--- config.mk ---
export PLATFORM = sky130hd
export DESIGN_NAME = timed_current_event_queue
export DESIGN_NICKNAME = d
export VERILOG_FILES = /design/src/rtl/tceq_pkg.sv /design/src/rtl/tceq_ctrl.sv /design/src/rtl/tceq_dp.sv /design/src/rtl/timed_current_event_queue.sv
export SDC_FILE = /design/constraint.sdc
export NUM_CORES = 1
export LEC_CHECK = 0
export BUFFER_PORTS_ARGS = -buffer_cell sky130_fd_sc_hd__buf_2
export CAP_MARGIN = 20
export CORE_MARGIN = 10
export CORE_UTILIZATION = 25
export DETAILED_ROUTE_END_ITERATION = 7
export SLEW_MARGIN = 20
export SYNTH_ARGS = -nofsm -noshare
export SYNTH_HDL_FRONTEND = slang
export SYNTH_HIERARCHICAL = 1
export SYNTH_SLANG_ARGS = --single-unit
--- constraint.sdc ---
create_clock -name clk -period 15.8 [get_ports clk]
set_input_delay 3.16 -clock clk [delete_from_list [all_inputs] [get_ports clk]]
set_output_delay 3.16 -clock clk [all_outputs]
set_load 0.02 [all_outputs]
--- src/rtl/tceq_pkg.sv ---
// Shared types and constants for the timed current event queue.
package tceq_pkg;

    localparam int DEF_QUEUE_DEPTH = 16;
    localparam int TIME_W          = 32;
    localparam int CUR_W           = 16;
    localparam int CNT_OUT_W       = 5;
    localparam int CUR_MAX         = 32767;
    localparam int CUR_MIN         = -32768;

    typedef struct packed {
        logic [TIME_W-1:0]       due_time;
        logic signed [CUR_W-1:0] current;
    } entry_t;

    typedef struct packed {
        logic load;
        logic rd_req;
        logic shift_wr;
        logic ins_wr;
        logic idx_dec;
        logic acc;
        logic fin_add;
        logic fin_drop;
        logic fin_tick;
    } cmd_t;

    typedef struct packed {
        logic full;
        logic idx_zero;
        logic idx_end;
        logic later;
        logic due;
    } stat_t;

endpackage

--- src/rtl/tceq_ctrl.sv ---
// Controller state machine for the timed current event queue.
module tceq_ctrl (
    input  logic           clk,
    input  logic           rst_n,
    input  logic           start,
    input  logic           action,
    input  tceq_pkg::stat_t stat,
    output tceq_pkg::cmd_t  cmd,
    output logic           busy
);

    localparam logic [2:0] ST_IDLE     = 3'd0;
    localparam logic [2:0] ST_ADD_RD   = 3'd1;
    localparam logic [2:0] ST_ADD_CMP  = 3'd2;
    localparam logic [2:0] ST_TICK_RD  = 3'd3;
    localparam logic [2:0] ST_TICK_CMP = 3'd4;

    logic [2:0] state_reg;
    logic [2:0] state_next;

    always_ff @(posedge clk or negedge rst_n)
    begin
        if (!rst_n)
        begin
            state_reg <= ST_IDLE;
        end
        else
        begin
            state_reg <= state_next;
        end
    end

    always_comb
    begin
        cmd        = '0;
        state_next = state_reg;
        unique case (state_reg)
            ST_IDLE:
            begin
                if (start)
                begin
                    cmd.load   = 1'b1;
                    state_next = action ? ST_TICK_RD : ST_ADD_RD;
                end
            end
            ST_ADD_RD:
            begin
                if (stat.full)
                begin
                    cmd.fin_drop = 1'b1;
                    state_next   = ST_IDLE;
                end
                else if (stat.idx_zero)
                begin
                    cmd.ins_wr  = 1'b1;
                    cmd.fin_add = 1'b1;
                    state_next  = ST_IDLE;
                end
                else
                begin
                    cmd.rd_req = 1'b1;
                    state_next = ST_ADD_CMP;
                end
            end
            ST_ADD_CMP:
            begin
                if (stat.later)
                begin
                    cmd.shift_wr = 1'b1;
                    cmd.idx_dec  = 1'b1;
                    state_next   = ST_ADD_RD;
                end
                else
                begin
                    cmd.ins_wr  = 1'b1;
                    cmd.fin_add = 1'b1;
                    state_next  = ST_IDLE;
                end
            end
            ST_TICK_RD:
            begin
                if (stat.idx_end)
                begin
                    cmd.fin_tick = 1'b1;
                    state_next   = ST_IDLE;
                end
                else
                begin
                    cmd.rd_req = 1'b1;
                    state_next = ST_TICK_CMP;
                end
            end
            ST_TICK_CMP:
            begin
                if (stat.due)
                begin
                    cmd.acc    = 1'b1;
                    state_next = ST_TICK_RD;
                end
                else
                begin
                    cmd.fin_tick = 1'b1;
                    state_next   = ST_IDLE;
                end
            end
            default:
            begin
                state_next = ST_IDLE;
            end
        endcase
    end

    assign busy = (state_reg != ST_IDLE);

endmodule

--- src/rtl/tceq_dp.sv ---
// Datapath of the timed current event queue: circular entry memory, counters, accumulator.
module tceq_dp #(
    parameter int QUEUE_DEPTH = tceq_pkg::DEF_QUEUE_DEPTH
) (
    input  logic                                 clk,
    input  logic                                 rst_n,
    input  tceq_pkg::cmd_t                       cmd,
    output tceq_pkg::stat_t                      stat,
    input  logic                                 action,
    input  logic [tceq_pkg::TIME_W-1:0]          event_time,
    input  logic signed [tceq_pkg::CUR_W-1:0]    event_current,
    input  logic [tceq_pkg::TIME_W-1:0]          now_time,
    output logic                                 done,
    output logic signed [tceq_pkg::CUR_W-1:0]    summed_current,
    output logic [tceq_pkg::CNT_OUT_W-1:0]       drained_count,
    output logic                                 dropped,
    output logic [tceq_pkg::CNT_OUT_W-1:0]       pending_count
);

    localparam int IDX_W = $clog2(QUEUE_DEPTH);
    localparam int CNT_W = $clog2(QUEUE_DEPTH + 1);
    localparam int SUM_W = tceq_pkg::CUR_W + IDX_W + 1;
    localparam logic signed [SUM_W-1:0] SAT_HI = SUM_W'(tceq_pkg::CUR_MAX);
    localparam logic signed [SUM_W-1:0] SAT_LO = SUM_W'(tceq_pkg::CUR_MIN);

    tceq_pkg::entry_t mem [QUEUE_DEPTH];

    tceq_pkg::entry_t                  rd_reg;
    logic [IDX_W-1:0]                  head_reg;
    logic [CNT_W-1:0]                  count_reg;
    logic [CNT_W-1:0]                  idx_reg;
    logic signed [SUM_W-1:0]           sum_reg;
    logic                              is_tick_reg;
    logic [tceq_pkg::TIME_W-1:0]       key_reg;
    logic signed [tceq_pkg::CUR_W-1:0] cur_reg;
    logic                              done_reg;
    logic signed [tceq_pkg::CUR_W-1:0] res_sum_reg;
    logic [tceq_pkg::CNT_OUT_W-1:0]    res_drain_reg;
    logic                              res_drop_reg;
    logic [tceq_pkg::CNT_OUT_W-1:0]    res_pend_reg;

    logic [IDX_W-1:0]                  rd_addr;
    logic [IDX_W-1:0]                  wr_addr;
    logic [CNT_W-1:0]                  idx_m1;
    logic                              wr_en;
    tceq_pkg::entry_t                  wr_data;
    logic signed [tceq_pkg::CUR_W-1:0] sat_sum;

    function automatic logic [IDX_W-1:0] wrap_idx(input logic [IDX_W-1:0] base,
                                                 input logic [CNT_W-1:0] off);
        logic [CNT_W:0] s;
        s = {1'b0, off} + (CNT_W + 1)'(base);
        if (s >= (CNT_W + 1)'(QUEUE_DEPTH))
        begin
            s = s - (CNT_W + 1)'(QUEUE_DEPTH);
        end
        return s[IDX_W-1:0];
    endfunction

    assign idx_m1  = idx_reg - 1'b1;
    assign rd_addr = is_tick_reg ? wrap_idx(head_reg, idx_reg) : wrap_idx(head_reg, idx_m1);
    assign wr_addr = wrap_idx(head_reg, idx_reg);
    assign wr_en   = cmd.shift_wr | cmd.ins_wr;

    always_comb
    begin
        if (cmd.shift_wr)
        begin
            wr_data = rd_reg;
        end
        else
        begin
            wr_data.due_time = key_reg;
            wr_data.current  = cur_reg;
        end
    end

    always_ff @(posedge clk)
    begin
        if (wr_en)
        begin
            mem[wr_addr] <= wr_data;
        end
        if (cmd.rd_req)
        begin
            rd_reg <= mem[rd_addr];
        end
    end

    always_comb
    begin
        priority if (sum_reg > SAT_HI)
        begin
            sat_sum = tceq_pkg::CUR_W'(tceq_pkg::CUR_MAX);
        end
        else if (sum_reg < SAT_LO)
        begin
            sat_sum = tceq_pkg::CUR_W'(tceq_pkg::CUR_MIN);
        end
        else
        begin
            sat_sum = sum_reg[tceq_pkg::CUR_W-1:0];
        end
    end

    always_ff @(posedge clk)
    begin
        if (cmd.load)
        begin
            is_tick_reg <= action;
            key_reg     <= action ? now_time : event_time;
            cur_reg     <= event_current;
        end
    end

    always_ff @(posedge clk or negedge rst_n)
    begin
        if (!rst_n)
        begin
            head_reg  <= '0;
            count_reg <= '0;
            idx_reg   <= '0;
            sum_reg   <= '0;
            done_reg  <= 1'b0;
        end
        else
        begin
            done_reg <= cmd.fin_add | cmd.fin_drop | cmd.fin_tick;
            if (cmd.load)
            begin
                idx_reg <= action ? '0 : count_reg;
                sum_reg <= '0;
            end
            if (cmd.idx_dec)
            begin
                idx_reg <= idx_m1;
            end
            if (cmd.acc)
            begin
                idx_reg <= idx_reg + 1'b1;
                sum_reg <= sum_reg + SUM_W'($signed(rd_reg.current));
            end
            if (cmd.fin_add)
            begin
                count_reg <= count_reg + 1'b1;
            end
            if (cmd.fin_tick)
            begin
                head_reg  <= wrap_idx(head_reg, idx_reg);
                count_reg <= count_reg - idx_reg;
            end
        end
    end

    always_ff @(posedge clk)
    begin
        if (cmd.fin_add)
        begin
            res_sum_reg   <= '0;
            res_drain_reg <= '0;
            res_drop_reg  <= 1'b0;
            res_pend_reg  <= tceq_pkg::CNT_OUT_W'(CNT_W'(count_reg + 1'b1));
        end
        else if (cmd.fin_drop)
        begin
            res_sum_reg   <= '0;
            res_drain_reg <= '0;
            res_drop_reg  <= 1'b1;
            res_pend_reg  <= tceq_pkg::CNT_OUT_W'(count_reg);
        end
        else if (cmd.fin_tick)
        begin
            res_sum_reg   <= sat_sum;
            res_drain_reg <= tceq_pkg::CNT_OUT_W'(idx_reg);
            res_drop_reg  <= 1'b0;
            res_pend_reg  <= tceq_pkg::CNT_OUT_W'(CNT_W'(count_reg - idx_reg));
        end
    end

    assign stat.full     = (count_reg == CNT_W'(QUEUE_DEPTH));
    assign stat.idx_zero = (idx_reg == '0);
    assign stat.idx_end  = (idx_reg == count_reg);
    assign stat.later    = (rd_reg.due_time > key_reg);
    assign stat.due      = (rd_reg.due_time <= key_reg);

    assign done           = done_reg;
    assign summed_current = res_sum_reg;
    assign drained_count  = res_drain_reg;
    assign dropped        = res_drop_reg;
    assign pending_count  = res_pend_reg;

    a_count_bound: assert property (@(posedge clk) disable iff (!rst_n)
        count_reg <= CNT_W'(QUEUE_DEPTH))
        else $error("entry count above queue depth");

    a_drop_full: assert property (@(posedge clk) disable iff (!rst_n)
        cmd.fin_drop |-> stat.full)
        else $error("add dropped while queue has room");

    a_add_grows: assert property (@(posedge clk) disable iff (!rst_n)
        cmd.fin_add |=> count_reg == CNT_W'($past(count_reg) + 1'b1))
        else $error("add did not grow the queue by one");

    a_drop_clean: assert property (@(posedge clk) disable iff (!rst_n)
        (done_reg && res_drop_reg) |-> (res_drain_reg == '0 && res_sum_reg == '0))
        else $error("dropped word carries drain data");

endmodule

--- src/rtl/timed_current_event_queue.sv ---
// Top level of the timed current event queue: controller and datapath.
// Add: drops the event if full, else shifts later entries up from the tail and inserts it.
// Tick: drains and sums due entries from the head until a later entry or the queue is empty.
// done pulses in the cycle after the last step; busy is low again in that cycle.
// Reset (rst_n low, asynchronous) empties the queue and returns to idle.
// The receiver cannot stall: each result word is valid only while done is high.
module timed_current_event_queue #(
    parameter int QUEUE_DEPTH = tceq_pkg::DEF_QUEUE_DEPTH
) (
    input  logic                              clk,
    input  logic                              rst_n,
    input  logic                              start,
    output logic                              busy,
    input  logic                              action,
    input  logic [tceq_pkg::TIME_W-1:0]       event_time,
    input  logic signed [tceq_pkg::CUR_W-1:0] event_current,
    input  logic [tceq_pkg::TIME_W-1:0]       now_time,
    output logic                              done,
    output logic signed [tceq_pkg::CUR_W-1:0] summed_current,
    output logic [tceq_pkg::CNT_OUT_W-1:0]    drained_count,
    output logic                              dropped,
    output logic [tceq_pkg::CNT_OUT_W-1:0]    pending_count
);

    tceq_pkg::cmd_t  cmd;
    tceq_pkg::stat_t stat;

    tceq_ctrl u_ctrl (
        .clk    (clk),
        .rst_n  (rst_n),
        .start  (start),
        .action (action),
        .stat   (stat),
        .cmd    (cmd),
        .busy   (busy)
    );

    tceq_dp #(
        .QUEUE_DEPTH (QUEUE_DEPTH)
    ) u_dp (
        .clk            (clk),
        .rst_n          (rst_n),
        .cmd            (cmd),
        .stat           (stat),
        .action         (action),
        .event_time     (event_time),
        .event_current  (event_current),
        .now_time       (now_time),
        .done           (done),
        .summed_current (summed_current),
        .drained_count  (drained_count),
        .dropped        (dropped),
        .pending_count  (pending_count)
    );

endmodule
After elaboration in Yosys (flattened, before gate mapping)
Memory sizes are Yosys's and may differ from the RTL's. A register that Yosys moved wholly into a read port is not among the register bits.
Index checks and enable logic that the tools add are counted.
Widths: inputs -> output; s select.

cells by class
  add/subtract/negate cells = 9
  magnitude comparators = 6
  eq/ne operators = 7
  reductions and logical operators = 9
  muxes and demuxes = 49
  bitwise operators = 3

operators with widths
  kind                  number
  $mux 48               1
  $mux 5                9
  $mux 21               2
  $gt 32x32->1          1
  $le 32x32->1          1
  $mux 16               2
  $mux 32               1
  $add 21x16->21        1
  $gt 21x16->1 const B  1
  $lt 21x16->1 const B  1
  $mux 1                21
  $pmux 3 s5            1
  $add 5x4->6           2
  $ge 6x5->1 const B    2
  $mux 4                3
  $add 5x1->5 const B   2
  $reduce_bool 3->1     3
  $mux 2                4
  $sub 4x1->4 const B   2
  $eq 3x2->1 const B    2
  $mux 3                2
  $pmux 1 s2            3
  $reduce_bool 2->1     3
  $eq 5x5->1            1
  10 further kinds      12

storage, ports and cells
  RAM bits = 768
  memories kept = 1
  bits in registers = 115
  logic and storage cells = 97
  output and inout bits = 29

memory list
  name      words  bits a word  read ports  clocked after memory_dff  wr ports  line           RTL
  u_dp.mem  16     48           1           1                         1         tceq_dp.sv:26  tceq_pkg::entry_t mem [QUEUE_DEPTH];

Depth between registers and ports, before layout
Gate-level depths: netlist of run 1.

  depth in word-level cells = 7
  depth in mapped cells = 17
  gate-level depth less buffers = 16

Modules after synthesis
The synthesis of run 1 kept the hierarchy.

by module, submodules not included
  module     area an instance (um2)  times used  sequential area each (um2)  cells an instance
  tceq_dp    37942.6                 1           27466.3                     2062
  tceq_ctrl  265.3                   1           75.1                        34

Worst setup path before layout of run 1
OpenSTA, ideal clock, no wires.

  path kind = input port to flip-flop
  start = input port start
  end = register u_dp.idx_reg[2]
  arrival = 5.238 ns
  cell stages on the path = 6
  path slack = 10.462 ns
  cell sequence = and3_1 -> clkbuf_1 -> nor2_1 -> a21oi_1 -> nor2_1 -> a311oi_1

on the way
  word-level cells in the longest chain between the ends = 3

ends and longest elaborated chain
  element                      line                             RTL
  start, declared              timed_current_event_queue.sv:12  input logic start,
  $mux 1                       tceq_ctrl.sv:40                  if (start)
  $mux 1                       tceq_ctrl.sv:37                  unique case (state_reg)
  $reduce_bool 3->1 (no line)  n/a
  end signal, assigned         tceq_dp.sv:131                   idx_reg <= action ? '0 : count_reg;
  end signal, assigned         tceq_dp.sv:136                   idx_reg <= idx_m1;
  end signal, assigned         tceq_dp.sv:140                   idx_reg <= idx_reg + 1'b1;
  end, declared                tceq_dp.sv:31                    logic [CNT_W-1:0] idx_reg;

No other way between the ends.
A chain may end at the register's enable or synchronous reset.

==> impl_metrics.toml, run 1 <==
[synthesis]
ys.flop_type = "edfxtp_1"
synth.distinct_cells = 63
synth_top_area_cell = "edfxtp_1"
yosysSeqAreaShare_pct = 72.1
synthesis.nets = 2251
synth_top_family_by_area = "multiplexers"
synth_cells = 2096
synth_simple_gate_area_share_pct = 3.63
yosys.area.top_type_share_pct = 68.4
syn_avg_cell_area_sq_um = 18.2
async_reset_ff_share_pct = 4.19
ys_warn_count = 6
yosys.area_share.adder_pct = 2.40
synth-compound-area-share_pct = 4.67
yosys_register_bits = 931
synth_area_sq_mm = 0.0382
synth_edf_count = 870
synth_xor_area_share_pct = 0.822
synth.area.mux_share_pct = 14.4
synthTopCellsByArea = "edfxtp_1 68%, mux4_2 11%, dfrtp_1 2.6%"

[die]
core-area_sq_mm = 0.152
dieWidth_um = 411
ioPinCount = 113
initial_core_util_pct = 25.2
dieArea_sq_mm = 0.169
num_rows = 143
die_height_um = 411

[cells_and_area]
largest_register_ffs = 768
drive_above_1_share_pct = 25.3
final.fill_count = 14900
layout.nets = 2397
syn_to_final_growth_pct = 16.8
final_cells = 4351

[worst_hold_path]
hold_start = "u_dp/summed_current[10]"
hold_depth = 2
hp-class = "register to register"
min_to = "u_dp/summed_current[10]"

[global_routing]
grt_pass1_wl_mm = 132
grt_use_met3_pct = 2.27
gr-usage-met2_pct = 15.7
grt_max_degree = 145
use_met1_pct = 14.7
antenna_found_initial = 6
busiest_layer = "met2"
grt_overflow = 0
grt_pass1_vias = 19800
track_usage_pct = 10.2

[timing]
min_period_ns = 6.05
rsz0062_at_grt = "false"
fin_crit_sh_pct = 38.3
fmax_mhz = 165
finalSetupViolCount = 0
finalHoldViolCount = 0
worst_pin_slew_ns = 1.20
setup_tns_ns = 0
finClkSkew_ns = 0.0309
relSlewSlack_pct = 20.0
drv_slew = 0

[route]
wl_per_cell_um = 20.1
ant_nets = 0
via_per_inst = 4.47
vias = 19500
dr.pass1.iters = 5
drt-initial-drc-count = 1944
drt-total-wl_mm = 87.6
drc = 0

[critical_path]
critical_path_peak_fanout = 68
r2r_start = "u_dp/rd_reg[17]"
cp-end-kind = "register"
crit_arrival_ns = 6.33
critPathKind = "register to register"
required_ns = 16.08
crit_start = "u_dp/rd_reg[17]"
r2r-end = "u_dp/mem[7][13]"
r2r_slack_ns = 9.75
rr_worst_depth = 15
start_kind = "register"

[placement]
port-buffer-count = 112
dp.cells = 4176
hpwlAfterDp_mm = 51.3
routabilityCongestion = 0.773

[clock_network]
cts_root_buf = "clkbuf_16"
cts_tree = "yes"
clk_latency_ns = 0.66
clock_sinks = 931
cts_repair_resize_count = 0
clk_path_buf_depth = 3
cts_max_level = 3
clkSlewWorstSetupHoldPaths_ns = 0.06
cts-buffers-inserted = 94
post_cts_buffers = 0
ctsHoldBuffers = 0

[run]
max-cap-violations = 0

[outcome]
status = "finished, final reports clean"
[kinds of logic after synthesis]
| family | count (synthesis) |
|---|---|
| flip-flops | 931 |
| multiplexers | 304 |
| AO/OA/AOI/OAI | 293 |
| AND/OR/NAND/NOR | 290 |
| buffers and inverters | 172 |
| adder cells (fa/ha/maj) | 71 |
| XOR/XNOR | 35 |
[worst max path at each step]
stage                     slack [ns]              end
after floorplan                10.46  u_dp/idx_reg[2]
final                           9.75  u_dp/mem[7][13]
after CTS                       9.76  u_dp/mem[7][14]
after global placement          9.94  u_dp/mem[7][16]
after global routing            9.42  u_dp/mem[7][24]
after detailed placement        9.76  u_dp/mem[5][16]
[metal layers]
layer / wire length, um / vias up
met3: 6030 / 94
met1: 40300 / 10100
met4: 1260 / 0
met2: 40000 / 562
met5: 0 / -
li1: - / 8702
[area by class of cell]
type / instances / area, sq um / share of cell area [%]
Tap cell: 2030 / 2540 / 5.69
Antenna cell: 1 / 2.50 / 0.00561
Inverter: 58 / 218 / 0.488
Timing Repair Buffer: 164 / 982 / 2.20
Multi-Input combinational cell: 993 / 10200 / 22.7
Clock inverter: 59 / 721 / 1.61
Clock buffer: 115 / 2470 / 5.54
Sequential cell: 931 / 27500 / 61.7
[critical path, stage by stage, from the launching register on]
cell,delay (ns)
edfxtp_1,0.40
ha_1,0.31
nor2b_1,0.13
o211ai_1,0.08
a21oi_1,0.15
a2111oi_0,0.10
o31ai_1,0.89
a21oi_1,0.20
a21oi_1,0.32
nand2_1,0.15
nor3_2,0.17
buf_4,0.68
nor2_1,0.17
or3_1,0.52
nor2_4,0.79
buf_4,0.56
[placed cells by master (no fill, tap or decap), drive strengths merged, types with 59 or more instances in the layout]
master	synthesis	routed
ha	67	67
nor2	69	69
edfxtp	870	870
buf	56	164
clkbuf	58	115
mux2i	61	61
a21oi	106	106
mux4	192	192
inv	57	59
nand2	92	92
o21ai	65	65
[cells in the mapped netlist, types with 5 or more instances]
| master | instances |
|---|---|
| nor3_1 | 23 |
| or3_1 | 5 |
| xnor2_1 | 16 |
| mux4_2 | 192 |
| nand2_1 | 92 |
| a211oi_1 | 55 |
| xor2_1 | 18 |
| dfxtp_1 | 22 |
| mux2i_1 | 61 |
| buf_1 | 8 |
| mux2_2 | 51 |
| buf_4 | 16 |
| nor2b_1 | 50 |
| nand3_1 | 13 |
| o211ai_1 | 9 |
| edfxtp_1 | 870 |
| o21ai_0 | 63 |
| a21o_1 | 16 |
| inv_1 | 57 |
| ha_1 | 67 |
| dfrtp_1 | 39 |
| nand4_1 | 14 |
| a21oi_1 | 105 |
| clkbuf_1 | 58 |
| nand2b_1 | 7 |
| nor2_1 | 69 |
| buf_2 | 31 |
| o22ai_1 | 15 |
[stage by stage]
step / instance area [sq um] / worst slack [ns] / hold WS, ns / utilization [%]
after floorplan: 38200 / 10.46 / 0.476 / -
after global placement: 41400 / 9.94 / 0.463 / 27.2
after detailed placement: 41400 / 9.76 / 0.464 / 27.3
after CTS: 44600 / 9.76 / 0.477 / 29.4
after global routing: 44600 / 9.42 / 0.500 / 29.4
final: 44600 / 9.75 / 0.474 / 29.4
Power of run 1 is not shown: default switching activity piles up to over one toggle a cycle in this logic, so the estimate is an artifact.
==> inputs of run 2 (changes only) <==
==> constraint.sdc (replaced) <==
create_clock -name clk -period 6.15 [get_ports clk]
set_input_delay 1.23 -clock clk [delete_from_list [all_inputs] [get_ports clk]]
set_output_delay 1.23 -clock clk [all_outputs]
set_load 0.02 [all_outputs]
==> impl_metrics.toml, run 2 (synthesis results as in run 1) <==
[clock_network]
cts-buffers-inserted = 94
clock_sinks = 931
clkSlewWorstSetupHoldPaths_ns = 0.06
cts_repair_resize_count = 0
clk_latency_ns = 0.66
cts_max_level = 3
cts_tree = "yes"
ctsHoldBuffers = 0
post_cts_buffers = 0
clk_path_buf_depth = 3
cts_root_buf = "clkbuf_16"

[die]
dieArea_sq_mm = 0.169
core-area_sq_mm = 0.152
dieWidth_um = 411
ioPinCount = 113
num_rows = 143
initial_core_util_pct = 25.2
die_height_um = 411

[timing]
holdWs_ns = 0.473
relSlewSlack_pct = 31.1
setup_tns_ns = 0
finClkSkew_ns = 0.0308
finalSetupViolCount = 0
finalHoldViolCount = 0
min_period_ns = 4.87
worst_pin_slew_ns = 1.03
fmax_mhz = 205
drv_slew = 0
rsz0062_at_grt = "false"
fin_crit_sh_pct = 79.2

[route]
ant_nets = 0
vias = 19600
drc = 0
via_per_inst = 4.46
drt-total-wl_mm = 87.0
wl_per_cell_um = 19.8
drt-initial-drc-count = 1659
dr.pass1.iters = 5

[critical_path]
worst_path_max_delay_cell = "nor2_4"
crit_arrival_ns = 5.21
crit_top_cell = "a21oi_1"
critical_path_peak_fanout = 18
start_kind = "register"
path_cells = "ha_1 -> nor2b_1 -> o211ai_1 -> a21oi_1 -> a2111oi_0 -> o31ai_1 -> a21oi_1 -> a21oi_1 -> nor3b_1 -> a31oi_1 -> nor2_1 -> nor2_1 -> or3_1 -> nor2_4 -> buf_12"
required_ns = 6.49
slowest_delay_ns = 0.72
critPathKind = "register to register"
cp-end-kind = "register"

[worst_hold_path]
hp-class = "register to register"

[placement]
hpwlAfterDp_mm = 52.5
port-buffer-count = 112
routabilityCongestion = 0.755

[cells_and_area]
mostFrequentLayoutCell = "edfxtp_1"
layout_common_cells = "870 x edfxtp_1, 192 x mux4_2, 111 x buf_2, 104 x a21oi_1, 96 x clkbuf_16"
layout.nets = 2432
syn_to_final_growth_pct = 17.3
largest_register_ffs = 768
drive_above_1_share_pct = 25.5

[outcome]
status = "finished, final reports clean"

[global_routing]
track_usage_pct = 10.1
grt_overflow = 0
grt_pass1_vias = 20300
grt_pass1_wl_mm = 132
grt_max_degree = 117
antenna_found_initial = 5

[run]
max-cap-violations = 0
-- run 2: cell count changes in the layout (fill, tap and decap cells not counted), sizes merged --
cell	change
clkinvlp	-2
bufinv	-9
buf	+35
clkbuf	+5
clkinv	+5
-- run 2: per-layer routing --
metal,track usage (%),up-vias,part of all wire [%]
met4,2.31,0,1.7
met2,15.5,499,45
met1,14.9,10200,48
met5,0,-,0
li1,-,8782,-
met3,1.80,101,5.4
-- run 2: cell type report --
| class | count | area [sq um] |
|---|---|---|
| Antenna cell | 1 | 2.50 |
| Clock buffer | 120 | 2500 |
| Clock inverter | 53 | 403 |
| Fill cell | 14800 | 107000 |
| Inverter | 58 | 218 |
| Multi-Input combinational cell | 993 | 10100 |
| Sequential cell | 931 | 27500 |
| Tap cell | 2030 | 2540 |
| Timing Repair Buffer | 199 | 1520 |
-- run 2: final timing paths --
| kind | from | endpoint | slack (ns) | cells after the start |
|---|---|---|---|---|
| max in group asynchronous | rst_n | u_dp/sum_reg[5] | 5.19 | 1 |
| setup / recovery | u_dp/rd_reg[17] | u_dp/mem[3][32] | 1.28 | 15 |
| hold / removal | u_dp/summed_current[1] | u_dp/summed_current[1] | 0.47 | 2 |
| min in group asynchronous | rst_n | u_dp/sum_reg[20] | 0.58 | 1 |
| hold reg to reg | u_dp/summed_current[1] | u_dp/summed_current[1] | 0.47 | 2 |
| setup reg to reg | u_dp/rd_reg[17] | u_dp/mem[3][32] | 1.28 | 15 |
-- run 2: stage by stage --
step	cells	setup WS [ns]	area (sq um)	utilization (%)
2_1_floorplan	2096	1.00	38200	-
3_3_place_gp	4209	1.28	41900	27.6
3_5_place_dp	4211	1.20	41900	27.6
4_1_cts	4384	1.17	44800	29.5
5_1_grt	4384	0.758	44800	29.5
6_report	4385	1.28	44800	29.5
-- run 2: worst max-delay path: cells and delay by family (launching register included) --
| family | cells | cell delay [ns] |
|---|---|---|
| simple gates | 6 | 1.91 |
| compound gates | 7 | 1.66 |
| flops | 1 | 0.38 |
| fa+ha+maj | 1 | 0.32 |
| buf+inv | 1 | 0.26 |
Power of run 2 is left out for the same reason.
==> inputs of run 3 (changes only) <==
==> constraint.sdc (replaced) <==
create_clock -name clk -period 4.17 [get_ports clk]
set_input_delay 0.834 -clock clk [delete_from_list [all_inputs] [get_ports clk]]
set_output_delay 0.834 -clock clk [all_outputs]
set_load 0.02 [all_outputs]
==> impl_metrics.toml, run 3 (synthesis results as in run 1) <==
[timing]
worst_pin_slew_ns = 0.972
finalSetupViolCount = 0
relSlewSlack_pct = 35.0
min_period_ns = 3.93
finClkSkew_ns = 0.0290
rsz0062_at_grt = "false"
fmax_mhz = 254
drv_slew = 0
finalHoldViolCount = 0
holdWs_ns = 0.178
setup_ws_ns = 0.237
fin_crit_sh_pct = 94.3

[critical_path]
r2r_start = "u_dp/rd_reg[17]"
cp-end-kind = "register"
required_ns = 4.51
critPathKind = "register to register"
crit_arrival_ns = 4.27
critical_path_peak_fanout = 25
crit_start = "u_dp/rd_reg[17]"
start_kind = "register"

[run]
max-cap-violations = 0

[global_routing]
grt_max_degree = 75
track_usage_pct = 10.3
grt_pass1_vias = 20400
antenna_found_initial = 8
grt_pass1_wl_mm = 134
grt_overflow = 0

[route]
wl_per_cell_um = 20.0
dr.pass1.iters = 5
drt-initial-drc-count = 1706
wl_met3_mm = 5.58
wl_met2_mm = 40.5
vias = 19800
drt-total-wl_mm = 89.0
drt-met1-wl_mm = 41.4
drc = 0
top_layer_used = "met5"
via_per_inst = 4.45
ant_nets = 0

[clock_network]
cts_max_level = 3
clkSlewWorstSetupHoldPaths_ns = 0.06
ctsHoldBuffers = 0
cts_tree = "yes"
clk_path_buf_depth = 3
post_cts_buffers = 0
cts-buffers-inserted = 96
cts_root_buf = "clkbuf_16"
clock_sinks = 931
clk_latency_ns = 0.67

[cells_and_area]
syn_to_final_growth_pct = 19.7
regArea_sq_mm = 0.0275
finish.utilization_pct = 30.1
final.fill_count = 14700
final_cells = 4442
multiInputGateArea_sq_mm = 0.0101
mostFrequentLayoutCell = "edfxtp_1"
layout.nets = 2482
largest_register_ffs = 768
layout_common_cells = "870 x edfxtp_1, 192 x mux4_2, 111 x buf_2, 104 x a21oi_1, 98 x clkbuf_16"
drive_above_1_share_pct = 27.5

[placement]
pre_cts_ws_ns = -0.00306
routabilityCongestion = 0.763
port-buffer-count = 112
hpwlAfterDp_mm = 56.7
dp.cells = 4259

[die]
initial_core_util_pct = 25.2
core-area_sq_mm = 0.152
dieWidth_um = 411
num_rows = 143
die_height_um = 411
dieArea_sq_mm = 0.169
ioPinCount = 113

[worst_hold_path]
hp-class = "input port to async pin"

[outcome]
status = "finished, final reports clean"
## run 3: worst max-delay path, stage by stage (launching register included)
cell and delay, ns:
edfxtp_1 0.40, ha_1 0.33, nor2b_1 0.14, o211ai_1 0.16
a21oi_1 0.10, a2111oi_2 0.42, o31ai_1 0.11, buf_4 0.16
a21oi_1 0.16, a21oi_1 0.12, nor3b_1 0.28, a31oi_1 0.09
nor2_2 0.17, nor2_1 0.09, or3_4 0.42, nor2_4 0.20
buf_12 0.24
## run 3: area by class of cell
class | count | share of cell area (%)
tap | 2030 | 5.55
multi-input combinational | 993 | 22.2
clock inverter | 55 | 1.22
inverter | 58 | 0.476
clock buffer | 123 | 5.63
sequential | 931 | 60.2
antenna | 5 | 0.0274
timing repair buffer | 247 | 4.72
## run 3: timing repair
item                       4_1_cts  5_1_grt
gates resized for setup          1        7
gates cloned                     0        0
setup endpoints to repair       55      768
hold endpoints to repair         0        0
## run 3: through the flow
| stage | area [sq um] | setup TNS (ns) |
|---|---|---|
| 6_report | 45700 | 0 |
| 5_1_grt | 45700 | 0 |
| 4_1_cts | 45700 | 0 |
| 3_5_place_dp | 42600 | -0.0242 |
| 3_3_place_gp | 42600 | 0 |
| 2_1_floorplan | 38300 | -239.82 |
## run 3: final timing paths
check,depth (start not counted),endpoint,slack (ns)
worst max-delay path,16,u_dp/mem[3][35],0.24
worst min-delay path,1,u_dp/count_reg[1],0.18
worst max register to register,16,u_dp/mem[3][35],0.24
worst min register to register,2,u_dp/summed_current[14],0.48
max in group asynchronous,1,u_dp/sum_reg[16],3.60
min in group clk,1,u_dp/cur_reg[12],0.35
## run 3: per-layer routing
metal	up-vias	global-route usage, %
met1	10200	14.9
met5	-	0
met2	538	15.8
met4	2	2.52
li1	8877	-
met3	112	2.06
Power of run 3 is left out for the same reason.
